<file path="src/rolling_hash_pattern_matcher_assert.svh">
// Assertion macros for the rolling hash matcher RTL (included by the back end, rhpm_roll).
`ifndef ROLLING_HASH_PATTERN_MATCHER_ASSERT_SVH
`define ROLLING_HASH_PATTERN_MATCHER_ASSERT_SVH
`ifndef SYNTH
`define RHPM_ASSERT(lbl, prop, msg) \
  lbl: assert property (@(posedge clk) disable iff (!rst_n) (prop)) else $error(msg);
`define RHPM_ASSERT_ALWAYS(lbl, expr, msg) \
  lbl: assert property (@(posedge clk) disable iff (!rst_n) 1'b1 |-> (expr)) else $error(msg);
`else
`define RHPM_ASSERT(lbl, prop, msg)
`define RHPM_ASSERT_ALWAYS(lbl, expr, msg)
`endif
`endif

</file>
<file path="src/rhpm_pkg.sv">
// Shared types, constants and modular arithmetic for the rolling hash matcher.
package rhpm_pkg;

  localparam int MAX_PATTERN_DEF = 64;
  localparam int HASH_W = 31;

  typedef logic [HASH_W-1:0] hash_t;

  localparam hash_t HASH_MOD = 31'h7FFF_FFFF;
  localparam hash_t HASH_ONE = 31'd1;

  // Per-item work codes
  localparam logic [1:0] MODE_NONE  = 2'd0;
  localparam logic [1:0] MODE_FILL  = 2'd1;
  localparam logic [1:0] MODE_SLIDE = 2'd2;

  typedef struct packed {
    logic        clr;     // clear window hash before this beat's update
    logic [1:0]  mode;
    logic        emit;    // beat produces a result
    logic [7:0]  sym;
    hash_t       tp;      // weight of the oldest byte
    hash_t       ph;      // pattern hash seen by this beat
    logic [31:0] wstart;
  } cmd_t;

  // x * 256 mod (2^31 - 1) is a rotate by 8
  function automatic hash_t rot8(input hash_t x);
    rot8 = {x[22:0], x[30:23]};
  endfunction

  // (256 * h + b) mod Q
  function automatic hash_t hash_push(input hash_t h, input logic [7:0] b);
    logic [31:0] t;
    t = {1'b0, rot8(h)} + {24'd0, b};
    if (t >= {1'b0, HASH_MOD}) begin
      t = t - {1'b0, HASH_MOD};
    end
    hash_push = t[30:0];
  endfunction

  // (a - b) mod Q with a, b already reduced
  function automatic hash_t mod_sub(input hash_t a, input hash_t b);
    logic [31:0] d;
    d = {1'b0, a} - {1'b0, b};
    if (d[31]) begin
      d = d + {1'b0, HASH_MOD};
    end
    mod_sub = d[30:0];
  endfunction

  // 39-bit product mod Q: fold the high bits onto the low ones
  function automatic hash_t mod_fold(input logic [38:0] p);
    logic [31:0] t;
    t = {1'b0, p[30:0]} + {24'd0, p[38:31]};
    if (t >= {1'b0, HASH_MOD}) begin
      t = t - {1'b0, HASH_MOD};
    end
    mod_fold = t[30:0];
  endfunction

endpackage

</file>
<file path="src/rhpm_ram.sv">
// Generic single-write, single-read RAM with registered read data (read-first).
module rhpm_ram #(
  parameter int WIDTH = 8,
  parameter int DEPTH = 64,
  localparam int AW = (DEPTH > 1) ? $clog2(DEPTH) : 1
) (
  input  logic             clk,
  input  logic             wr_en,
  input  logic [AW-1:0]    wr_addr,
  input  logic [WIDTH-1:0] wr_data,
  input  logic             rd_en,
  input  logic [AW-1:0]    rd_addr,
  output logic [WIDTH-1:0] rd_data
);

  logic [WIDTH-1:0] mem [DEPTH];
  logic [WIDTH-1:0] rd_data_r;

  always_ff @(posedge clk) begin
    if (wr_en) begin
      mem[wr_addr] <= wr_data;
    end
    if (rd_en) begin
      rd_data_r <= mem[rd_addr];
    end
  end

  assign rd_data = rd_data_r;

endmodule

</file>
<file path="src/rhpm_front.sv">
// Front end: pattern state, ring pointer and fill bookkeeping, ring access issue.
module rhpm_front #(
  parameter int MAX_PATTERN = rhpm_pkg::MAX_PATTERN_DEF,
  localparam int AW = (MAX_PATTERN > 1) ? $clog2(MAX_PATTERN) : 1
) (
  input  logic           clk,
  input  logic           rst_n,
  input  logic           in_accept,
  input  logic           in_kind,
  input  logic [7:0]     in_symbol,
  input  logic           in_start_req,
  output rhpm_pkg::cmd_t cmd,
  output logic           ram_wr_en,
  output logic [AW-1:0]  ram_wr_addr,
  output logic           ram_rd_en,
  output logic [AW-1:0]  ram_rd_addr
);
  import rhpm_pkg::*;

  localparam int LW = $clog2(MAX_PATTERN + 1);
  localparam int IW = LW + 1;
  localparam logic [LW-1:0] MAX_L = LW'(MAX_PATTERN);
  localparam logic [IW-1:0] MAX_I = IW'(MAX_PATTERN);
  localparam logic [AW:0]   MAX_A = (AW + 1)'(MAX_PATTERN);

  hash_t          ph_r, ph_nxt, ph_e;
  hash_t          tp_r, tp_nxt, tp_e;
  logic [LW-1:0]  pl_r, pl_nxt, pl_e;
  logic [AW-1:0]  rp_r, rp_nxt, rp_e;
  logic [LW-1:0]  fill_r, fill_nxt, fill_e;
  logic [31:0]    wc_r, wc_nxt, wc_e;
  logic           new_pat;
  logic           text_clr;
  logic [AW:0]    rp_inc;
  logic [AW-1:0]  rp_adv;
  logic [IW-1:0]  idx_full;
  logic [IW-1:0]  idx_wrap;

  always_comb begin
    new_pat  = !in_kind && in_start_req;
    text_clr = !in_kind || in_start_req;

    ph_e   = new_pat ? '0 : ph_r;
    tp_e   = new_pat ? HASH_ONE : tp_r;
    pl_e   = new_pat ? '0 : pl_r;
    rp_e   = text_clr ? '0 : rp_r;
    fill_e = text_clr ? '0 : fill_r;
    wc_e   = text_clr ? '0 : wc_r;

    rp_inc = {1'b0, rp_e} + (AW + 1)'(1);
    rp_adv = (rp_inc >= MAX_A) ? '0 : rp_inc[AW-1:0];

    // oldest byte sits pattern_length places behind the write pointer
    idx_full = IW'(rp_e) + MAX_I - IW'(pl_e);
    idx_wrap = (idx_full >= MAX_I) ? (idx_full - MAX_I) : idx_full;

    ph_nxt   = ph_e;
    tp_nxt   = tp_e;
    pl_nxt   = pl_e;
    rp_nxt   = rp_e;
    fill_nxt = fill_e;
    wc_nxt   = wc_e;

    cmd.clr    = text_clr;
    cmd.mode   = MODE_NONE;
    cmd.emit   = 1'b0;
    cmd.sym    = in_symbol;
    cmd.tp     = tp_e;
    cmd.ph     = ph_e;
    cmd.wstart = wc_e;

    ram_wr_en   = 1'b0;
    ram_wr_addr = rp_e;
    ram_rd_en   = 1'b0;
    ram_rd_addr = idx_wrap[AW-1:0];

    if (!in_kind) begin
      // drop pattern bytes past capacity
      if (pl_e < MAX_L) begin
        if (pl_e != '0) begin
          tp_nxt = rot8(tp_e);
        end
        ph_nxt = hash_push(ph_e, in_symbol);
        pl_nxt = pl_e + LW'(1);
      end
    end else if (pl_e != '0) begin
      ram_wr_en = in_accept;
      rp_nxt    = rp_adv;
      if (fill_e < pl_e) begin
        cmd.mode = MODE_FILL;
        fill_nxt = fill_e + LW'(1);
        cmd.emit = (fill_nxt == pl_e);
      end else begin
        cmd.mode   = MODE_SLIDE;
        cmd.emit   = 1'b1;
        ram_rd_en  = in_accept;
        wc_nxt     = wc_e + 32'd1;
        cmd.wstart = wc_nxt;
      end
    end
  end

  always_ff @(posedge clk) begin
    if (!rst_n) begin
      ph_r   <= '0;
      tp_r   <= HASH_ONE;
      pl_r   <= '0;
      rp_r   <= '0;
      fill_r <= '0;
      wc_r   <= '0;
    end else if (in_accept) begin
      ph_r   <= ph_nxt;
      tp_r   <= tp_nxt;
      pl_r   <= pl_nxt;
      rp_r   <= rp_nxt;
      fill_r <= fill_nxt;
      wc_r   <= wc_nxt;
    end
  end

endmodule

</file>
<file path="src/rhpm_roll.sv">
// Back end: oldest-byte weight, rolling window hash update and result register.
`include "rolling_hash_pattern_matcher_assert.svh"
module rhpm_roll (
  input  logic           clk,
  input  logic           rst_n,
  input  logic           cmd_v,
  input  rhpm_pkg::cmd_t cmd,
  input  logic [7:0]     rd_data,
  output logic           s1_ready,
  output logic           out_valid,
  input  logic           out_stall,
  output logic           out_match,
  output logic [31:0]    out_window_start
);
  import rhpm_pkg::*;

  logic        s1_v_r;
  cmd_t        s1_r;
  logic        s2_v_r;
  cmd_t        s2_r;
  hash_t       s2_sub_r;
  hash_t       wh_r, wh_nxt;
  logic        out_valid_r;
  logic        out_match_r;
  logic [31:0] out_wstart_r;

  logic [38:0] prod;
  hash_t       sub_nxt;
  hash_t       h_base;
  logic        out_ready;
  logic        s2_go;
  logic        s2_ready;

  // weight of the byte leaving the window
  assign prod    = 39'(rd_data) * 39'(s1_r.tp);
  assign sub_nxt = mod_fold(prod);

  assign out_ready = !out_valid_r || !out_stall;
  assign s2_go     = s2_v_r && (!s2_r.emit || out_ready);
  assign s2_ready  = !s2_v_r || s2_go;
  assign s1_ready  = !s1_v_r || s2_ready;

  always_comb begin
    h_base = s2_r.clr ? '0 : wh_r;
    case (s2_r.mode)
      MODE_FILL:  wh_nxt = hash_push(h_base, s2_r.sym);
      MODE_SLIDE: wh_nxt = hash_push(mod_sub(h_base, s2_sub_r), s2_r.sym);
      default:    wh_nxt = h_base;
    endcase
  end

  always_ff @(posedge clk) begin
    if (!rst_n) begin
      s1_v_r      <= 1'b0;
      s2_v_r      <= 1'b0;
      wh_r        <= '0;
      out_valid_r <= 1'b0;
    end else begin
      if (s1_ready) begin
        s1_v_r <= cmd_v;
      end
      if (s2_ready) begin
        s2_v_r <= s1_v_r;
      end
      if (s2_go) begin
        wh_r <= wh_nxt;
      end
      if (out_ready) begin
        out_valid_r <= s2_go && s2_r.emit;
      end
    end
  end

  always_ff @(posedge clk) begin
    if (s1_ready && cmd_v) begin
      s1_r <= cmd;
    end
    if (s2_ready && s1_v_r) begin
      s2_r     <= s1_r;
      s2_sub_r <= sub_nxt;
    end
    if (out_ready && s2_go && s2_r.emit) begin
      out_match_r  <= (wh_nxt == s2_r.ph);
      out_wstart_r <= s2_r.wstart;
    end
  end

  assign out_valid        = out_valid_r;
  assign out_match        = out_match_r;
  assign out_window_start = out_wstart_r;

  `RHPM_ASSERT_ALWAYS(a_wh_reduced, wh_r != HASH_MOD, "window hash left its residue range")
  `RHPM_ASSERT(a_emit_lands, (s2_v_r && s2_r.emit && out_ready) |=> out_valid_r, "result beat lost")
  `RHPM_ASSERT(a_none_silent, (s2_v_r && s2_r.mode == MODE_NONE) |-> !s2_r.emit, "idle beat emits")
  `RHPM_ASSERT(a_sub_reduced, (s2_v_r && s2_r.mode == MODE_SLIDE) |-> s2_sub_r != HASH_MOD, "oldest weight unreduced")
  `RHPM_ASSERT(a_cmd_taken, cmd_v |-> s1_ready, "beat offered while first stage is full")

endmodule

</file>
<file path="src/rolling_hash_pattern_matcher.sv">
// Rolling-hash (base 256, mod 2^31-1) pattern matcher over a byte stream.
// Pattern bytes (kind 0) build the pattern hash; text bytes (kind 1) roll a window hash of
// the last m text bytes held in a MAX_PATTERN-byte ring RAM. One byte is taken every cycle
// while in_stall is low (out_stall can raise it); each result passes the stage-1 and stage-2
// registers into the output register. The rate is set by the window-hash update, one modular
// subtract, rotate and add per cycle, fed by one ring write and one ring read per byte. The ring
// needs no clearing pass after reset: an entry is read only after it has been written.
module rolling_hash_pattern_matcher #(
  parameter int MAX_PATTERN = rhpm_pkg::MAX_PATTERN_DEF
) (
  input  logic        clk,
  input  logic        rst_n,
  input  logic        in_valid,
  output logic        in_stall,
  input  logic        in_kind,
  input  logic [7:0]  in_symbol,
  input  logic        in_start_req,
  output logic        out_valid,
  input  logic        out_stall,
  output logic        out_match,
  output logic [31:0] out_window_start
);
  import rhpm_pkg::*;

  localparam int AW = (MAX_PATTERN > 1) ? $clog2(MAX_PATTERN) : 1;

  logic          s1_ready;
  logic          in_accept;
  cmd_t          cmd;
  logic          ram_wr_en;
  logic [AW-1:0] ram_wr_addr;
  logic          ram_rd_en;
  logic [AW-1:0] ram_rd_addr;
  logic [7:0]    ram_rd_data;

  assign in_stall  = !s1_ready;
  assign in_accept = in_valid && s1_ready;

  rhpm_front #(
    .MAX_PATTERN(MAX_PATTERN)
  ) u_front (
    .clk         (clk),
    .rst_n       (rst_n),
    .in_accept   (in_accept),
    .in_kind     (in_kind),
    .in_symbol   (in_symbol),
    .in_start_req(in_start_req),
    .cmd         (cmd),
    .ram_wr_en   (ram_wr_en),
    .ram_wr_addr (ram_wr_addr),
    .ram_rd_en   (ram_rd_en),
    .ram_rd_addr (ram_rd_addr)
  );

  rhpm_ram #(
    .WIDTH(8),
    .DEPTH(MAX_PATTERN)
  ) u_ring (
    .clk    (clk),
    .wr_en  (ram_wr_en),
    .wr_addr(ram_wr_addr),
    .wr_data(in_symbol),
    .rd_en  (ram_rd_en),
    .rd_addr(ram_rd_addr),
    .rd_data(ram_rd_data)
  );

  rhpm_roll u_roll (
    .clk             (clk),
    .rst_n           (rst_n),
    .cmd_v           (in_accept),
    .cmd             (cmd),
    .rd_data         (ram_rd_data),
    .s1_ready        (s1_ready),
    .out_valid       (out_valid),
    .out_stall       (out_stall),
    .out_match       (out_match),
    .out_window_start(out_window_start)
  );

endmodule

</file>
<file path="config.mk">
export PLATFORM = sky130hd
export DESIGN_NAME = rolling_hash_pattern_matcher
export DESIGN_NICKNAME = d
export VERILOG_FILES = /design/src/rhpm_pkg.sv /design/src/rhpm_ram.sv /design/src/rhpm_front.sv /design/src/rhpm_roll.sv /design/src/rolling_hash_pattern_matcher.sv
export VERILOG_INCLUDE_DIRS = /design/src /design/src/src
export SDC_FILE = /design/constraint.sdc
export NUM_CORES = 2
export LEC_CHECK = 0
export ABC_AREA = 1
export ABC_CLOCK_PERIOD_IN_PS = 24700
export BUFFER_PORTS_ARGS = -buffer_cell sky130_fd_sc_hd__buf_2
export CAP_MARGIN = 20
export CORE_UTILIZATION = 35
export DETAILED_ROUTE_END_ITERATION = 10
export GPL_TIMING_DRIVEN = 0
export PLACE_DENSITY = 0.48
export SYNTH_ARGS = -nofsm -noshare
export SYNTH_HDL_FRONTEND = slang
export SYNTH_HIERARCHICAL = 1
export SYNTH_SLANG_ARGS = --single-unit
export TNS_END_PERCENT = 1
</file>
<file path="constraint.sdc">
create_clock -name clk -period 24.7 [get_ports clk]
set_input_delay 4.94 -clock clk [delete_from_list [all_inputs] [get_ports clk]]
set_output_delay 4.94 -clock clk [all_outputs]
set_load 0.01 [all_outputs]
</file>
==> results.json <==
{
  "fin_ws_ns": 13.48,
  "critPathArrivalTime_ns": 11.66,
  "fin_nets": 6983,
  "clk_pin_slew_ns": 0.06,
  "cts_tree": "yes",
  "status": "finished, final reports clean",
  "critPathMaxStageDelay_ns": 0.55,
  "io-pin-count": 49,
  "crit_path_end_kind": "flip-flop",
  "grt_pass1_wl_um": 268000,
  "crit_path_start": "u_ring/rd_data[6]",
  "cts_resized": 0,
  "wl_per_cell_um": 20.1,
  "power_density_nw_per_um2": 84.2,
  "hold_class": "flip-flop to flip-flop",
  "ys_seq_area_share_pct": 47.0,
  "ys_ff_latch": 913,
  "drt-initial-drc-count": 3295,
  "synth.yosys.warnings": 6,
  "crit_path_max_fanout": 10,
  "r2r_start": "u_ring/rd_data[6]",
  "r2r_cells": 53,
  "required_ns": 25.15,
  "period_share_pct": 45.4,
  "viasPerCell": 5.03,
  "track_usage_pct": 22.2,
  "n_fill_cell": 16104,
  "timing.rr.end": "u_roll/s2_sub_r[11]",
  "cts_buffers": 102,
  "die-area_sq_um": 159000,
  "combPwrFrac_pct": 36.4,
  "finClkSkew_ns": 0.0450,
  "cp.buffers_inverters": 7,
  "grt_max_degree": 68,
  "crit_path_start_kind": "flip-flop",
  "p_clk_share_pct": 29.2,
  "port_buffers": 47,
  "fin_tns_setup_ns": 0,
  "crit_end": "u_roll/s2_sub_r[11]",
  "slowest_stage": "fa_1",
  "synth.distinct_cells": 57,
  "netlist_area_sq_um": 55200,
  "seqPwrFrac_pct": 34.3,
  "clock_sinks": 913,
  "cts_setup_buffers": 0,
  "synthArstFlopShare_pct": 0,
  "setup_viol_count_final": 0,
  "intPower_mw": 3.21,
  "syn_inst": 6476,
  "area_growth_pct": 11.8,
  "vias": 44198,
  "slew-limit-headroom_pct": 23.0,
  "cts-root-buf": "clkbuf_16",
  "critPathKind": "flip-flop to flip-flop",
  "power_leakage_nw": 26.7,
  "synth-edff-count": 765,
  "worst_slew_pin_slew_ns": 1.15,
  "cap_viol_max_count": 0,
  "grt_pass1_vias": 43264,
  "final.min_clock_period_ns": 11.22,
  "r2r_slack_ns": 13.48,
  "clockBufferDepth": 3,
  "dp_hpwl_um": 133000,
  "switchingPower_mw": 1.98,
  "core_sq_um": 156000,
  "routed_wl_um": 177000,
  "synth_nets": 6814,
  "h-tree-depth": 3,
  "finalHoldViolCount": 0,
  "drc": 0,
  "clk_latency_ns": 0.73,
  "swShare_pct": 38.2,
  "hold_buffers": 0,
  "gp_congestion": 0.948,
  "drive_gt1_share_pct": 7.06,
  "slew_viol_final": 0,
  "fmax_mhz": 89.2,
  "cp_top_family": "simple AND/OR/NAND/NOR gates",
  "post-place-ws_ns": 13.49,
  "cpMostUsedCell": "nand2_1",
  "ys.flop_type": "edfxtp_1",
  "peakVddDrop_uv": 58.0,
  "placementRows": 145,
  "path_depth": 53,
  "first_pass_iters": 7,
  "syn_area_per_cell_sq_um": 8.52,
  "antenna_found_initial": 0,
  "die_w_um": 399,
  "die_h_um": 399,
  "initial_core_util_pct": 35.3,
  "ant_nets": 0,
  "rsz0062_at_grt": "false",
  "grt-ovfl-total": 0
}
==> cells in the mapped netlist (all sizes together), types with 9 or more instances <==
cell | instances | area (sq um)
a21oi | 274 | 1390
buf | 132 | 998
clkbuf | 137 | 548
dfxtp | 148 | 2960
edfxtp | 765 | 23000
fa | 180 | 3600
ha | 144 | 1800
inv | 918 | 3450
nand2 | 1845 | 7030
nand3 | 735 | 3770
nand3b | 31 | 233
nand4 | 91 | 569
nor2 | 485 | 1930
nor3 | 77 | 405
nor4 | 23 | 144
o211ai | 40 | 300
o21ai | 213 | 1070
o21bai | 10 | 75.1
o221ai | 10 | 87.6
or2 | 9 | 56.3
xnor2 | 35 | 307
xor2 | 129 | 1140
==> stage by stage <==
| stage | util, % | std cells | power, mW | cell area [sq um] | hold slack [ns] |
|---|---|---|---|---|---|
| after global routing | 39.4 | 8789 | 5.55 | 61700 | 0.416 |
| after floorplan | - | 6476 | 3.16 | 55200 | 0.400 |
| after global placement | 37.1 | 8581 | 3.69 | 58000 | 0.403 |
| after CTS | 39.4 | 8789 | 5.24 | 61700 | 0.416 |
| after detailed placement | 37.3 | 8599 | 3.70 | 58300 | 0.405 |
| final | 39.4 | 8791 | 5.19 | 61700 | 0.417 |
==> logic make-up (layout without fill, tap and decap cells) <==
family	after synthesis	in the layout	synth area share, %
AO/OA/AOI/OAI	574	574	5.68
XOR/XNOR	164	164	2.62
adder cells (fa/ha/maj)	324	324	9.80
buffers and inverters	1191	1446	9.09
flip-flops	913	913	47.0
other	0	2	0
AND/OR/NAND/NOR	3310	3310	25.8
==> per-layer routing <==
layer	up-vias	share of wire, %	global-route usage [%]
met5	-	0	0
met4	0	2.1	5.75
met3	194	4.5	2.16
met2	1077	47	37.2
met1	21433	46	30.6
li1	21494	-	-
==> cell usage in the layout (no fill, tap or decap), types with 27 or more instances in the layout <==
cell type	instances
fa_1	180
inv_1	902
nor2_1	453
edfxtp_1	765
nor3_1	73
xor2_1	128
buf_4	43
nand4_1	91
o21ai_0	202
nand3_1	722
nand2_1	1820
clkbuf_2	27
nand3b_1	31
dfxtp_1	148
o211ai_1	40
buf_2	87
clkbuf_16	104
buf_6	41
ha_1	144
clkbuf_1	130
a21oi_1	270
xnor2_1	35
==> worst min path at each step <==
stage | slack [ns] | endpoint | startpoint | cells after the start
after floorplan | 0.40 | u_roll/out_window_start[0] | u_roll/s2_r[0] | 0
after global placement | 0.40 | u_roll/s2_r[39] | u_roll/s1_r[39] | 0
after detailed placement | 0.40 | u_roll/s2_r[40] | u_roll/s1_r[40] | 0
after CTS | 0.42 | u_roll/s2_r[39] | u_roll/s1_r[39] | 0
after global routing | 0.42 | u_roll/s2_r[49] | u_roll/s1_r[49] | 0
final | 0.42 | u_roll/s2_r[28] | u_roll/s1_r[28] | 0
==> sequential cells by signal (all words and copies together) (netlist names) <==
signal / flops
u_roll/s1_v_r: 1
u_front/tp_r: 31
u_ring/mem: 512
u_roll/s1_r: 106
u_roll/out_match: 1
u_roll/s2_sub_r: 31
u_front/fill_r: 7
u_front/pl_r: 7
u_roll/wh_r: 31
u_roll/s2_r: 75
u_front/ph_r: 31
u_ring/rd_data: 8
u_front/rp_r: 6
u_front/wc_r: 32
u_roll/out_window_start: 32
u_roll/s2_v_r: 1
u_roll/out_valid: 1
==> power by group through the flow <==
stage / logic, mW / registers (mW) / clock network, mW
6_report: 1.89 / 1.78 / 1.52
5_1_grt: 2.14 / 1.79 / 1.62
4_1_cts: 1.90 / 1.78 / 1.56
3_5_place_dp: 1.89 / 1.82 / 0
3_3_place_gp: 1.87 / 1.82 / 0
2_1_floorplan: 1.35 / 1.81 / 0
==> layout make-up <==
| class | instances | area [sq um] | share of cell area [%] |
|---|---|---|---|
| multi-input cells | 4372 | 24300 | 39.4 |
| flip-flops and latches | 913 | 25900 | 42.1 |
| repair buffers | 65 | 519 | 0.842 |
| well taps | 2058 | 2570 | 4.18 |
| clock inverters | 64 | 644 | 1.04 |
| diodes | 2 | 5.00 | 0.00812 |
| plain buffers | 269 | 1550 | 2.51 |
| inverters | 922 | 3470 | 5.62 |
| clock buffers | 126 | 2710 | 4.39 |
Power figures use the tool's default switching activity.
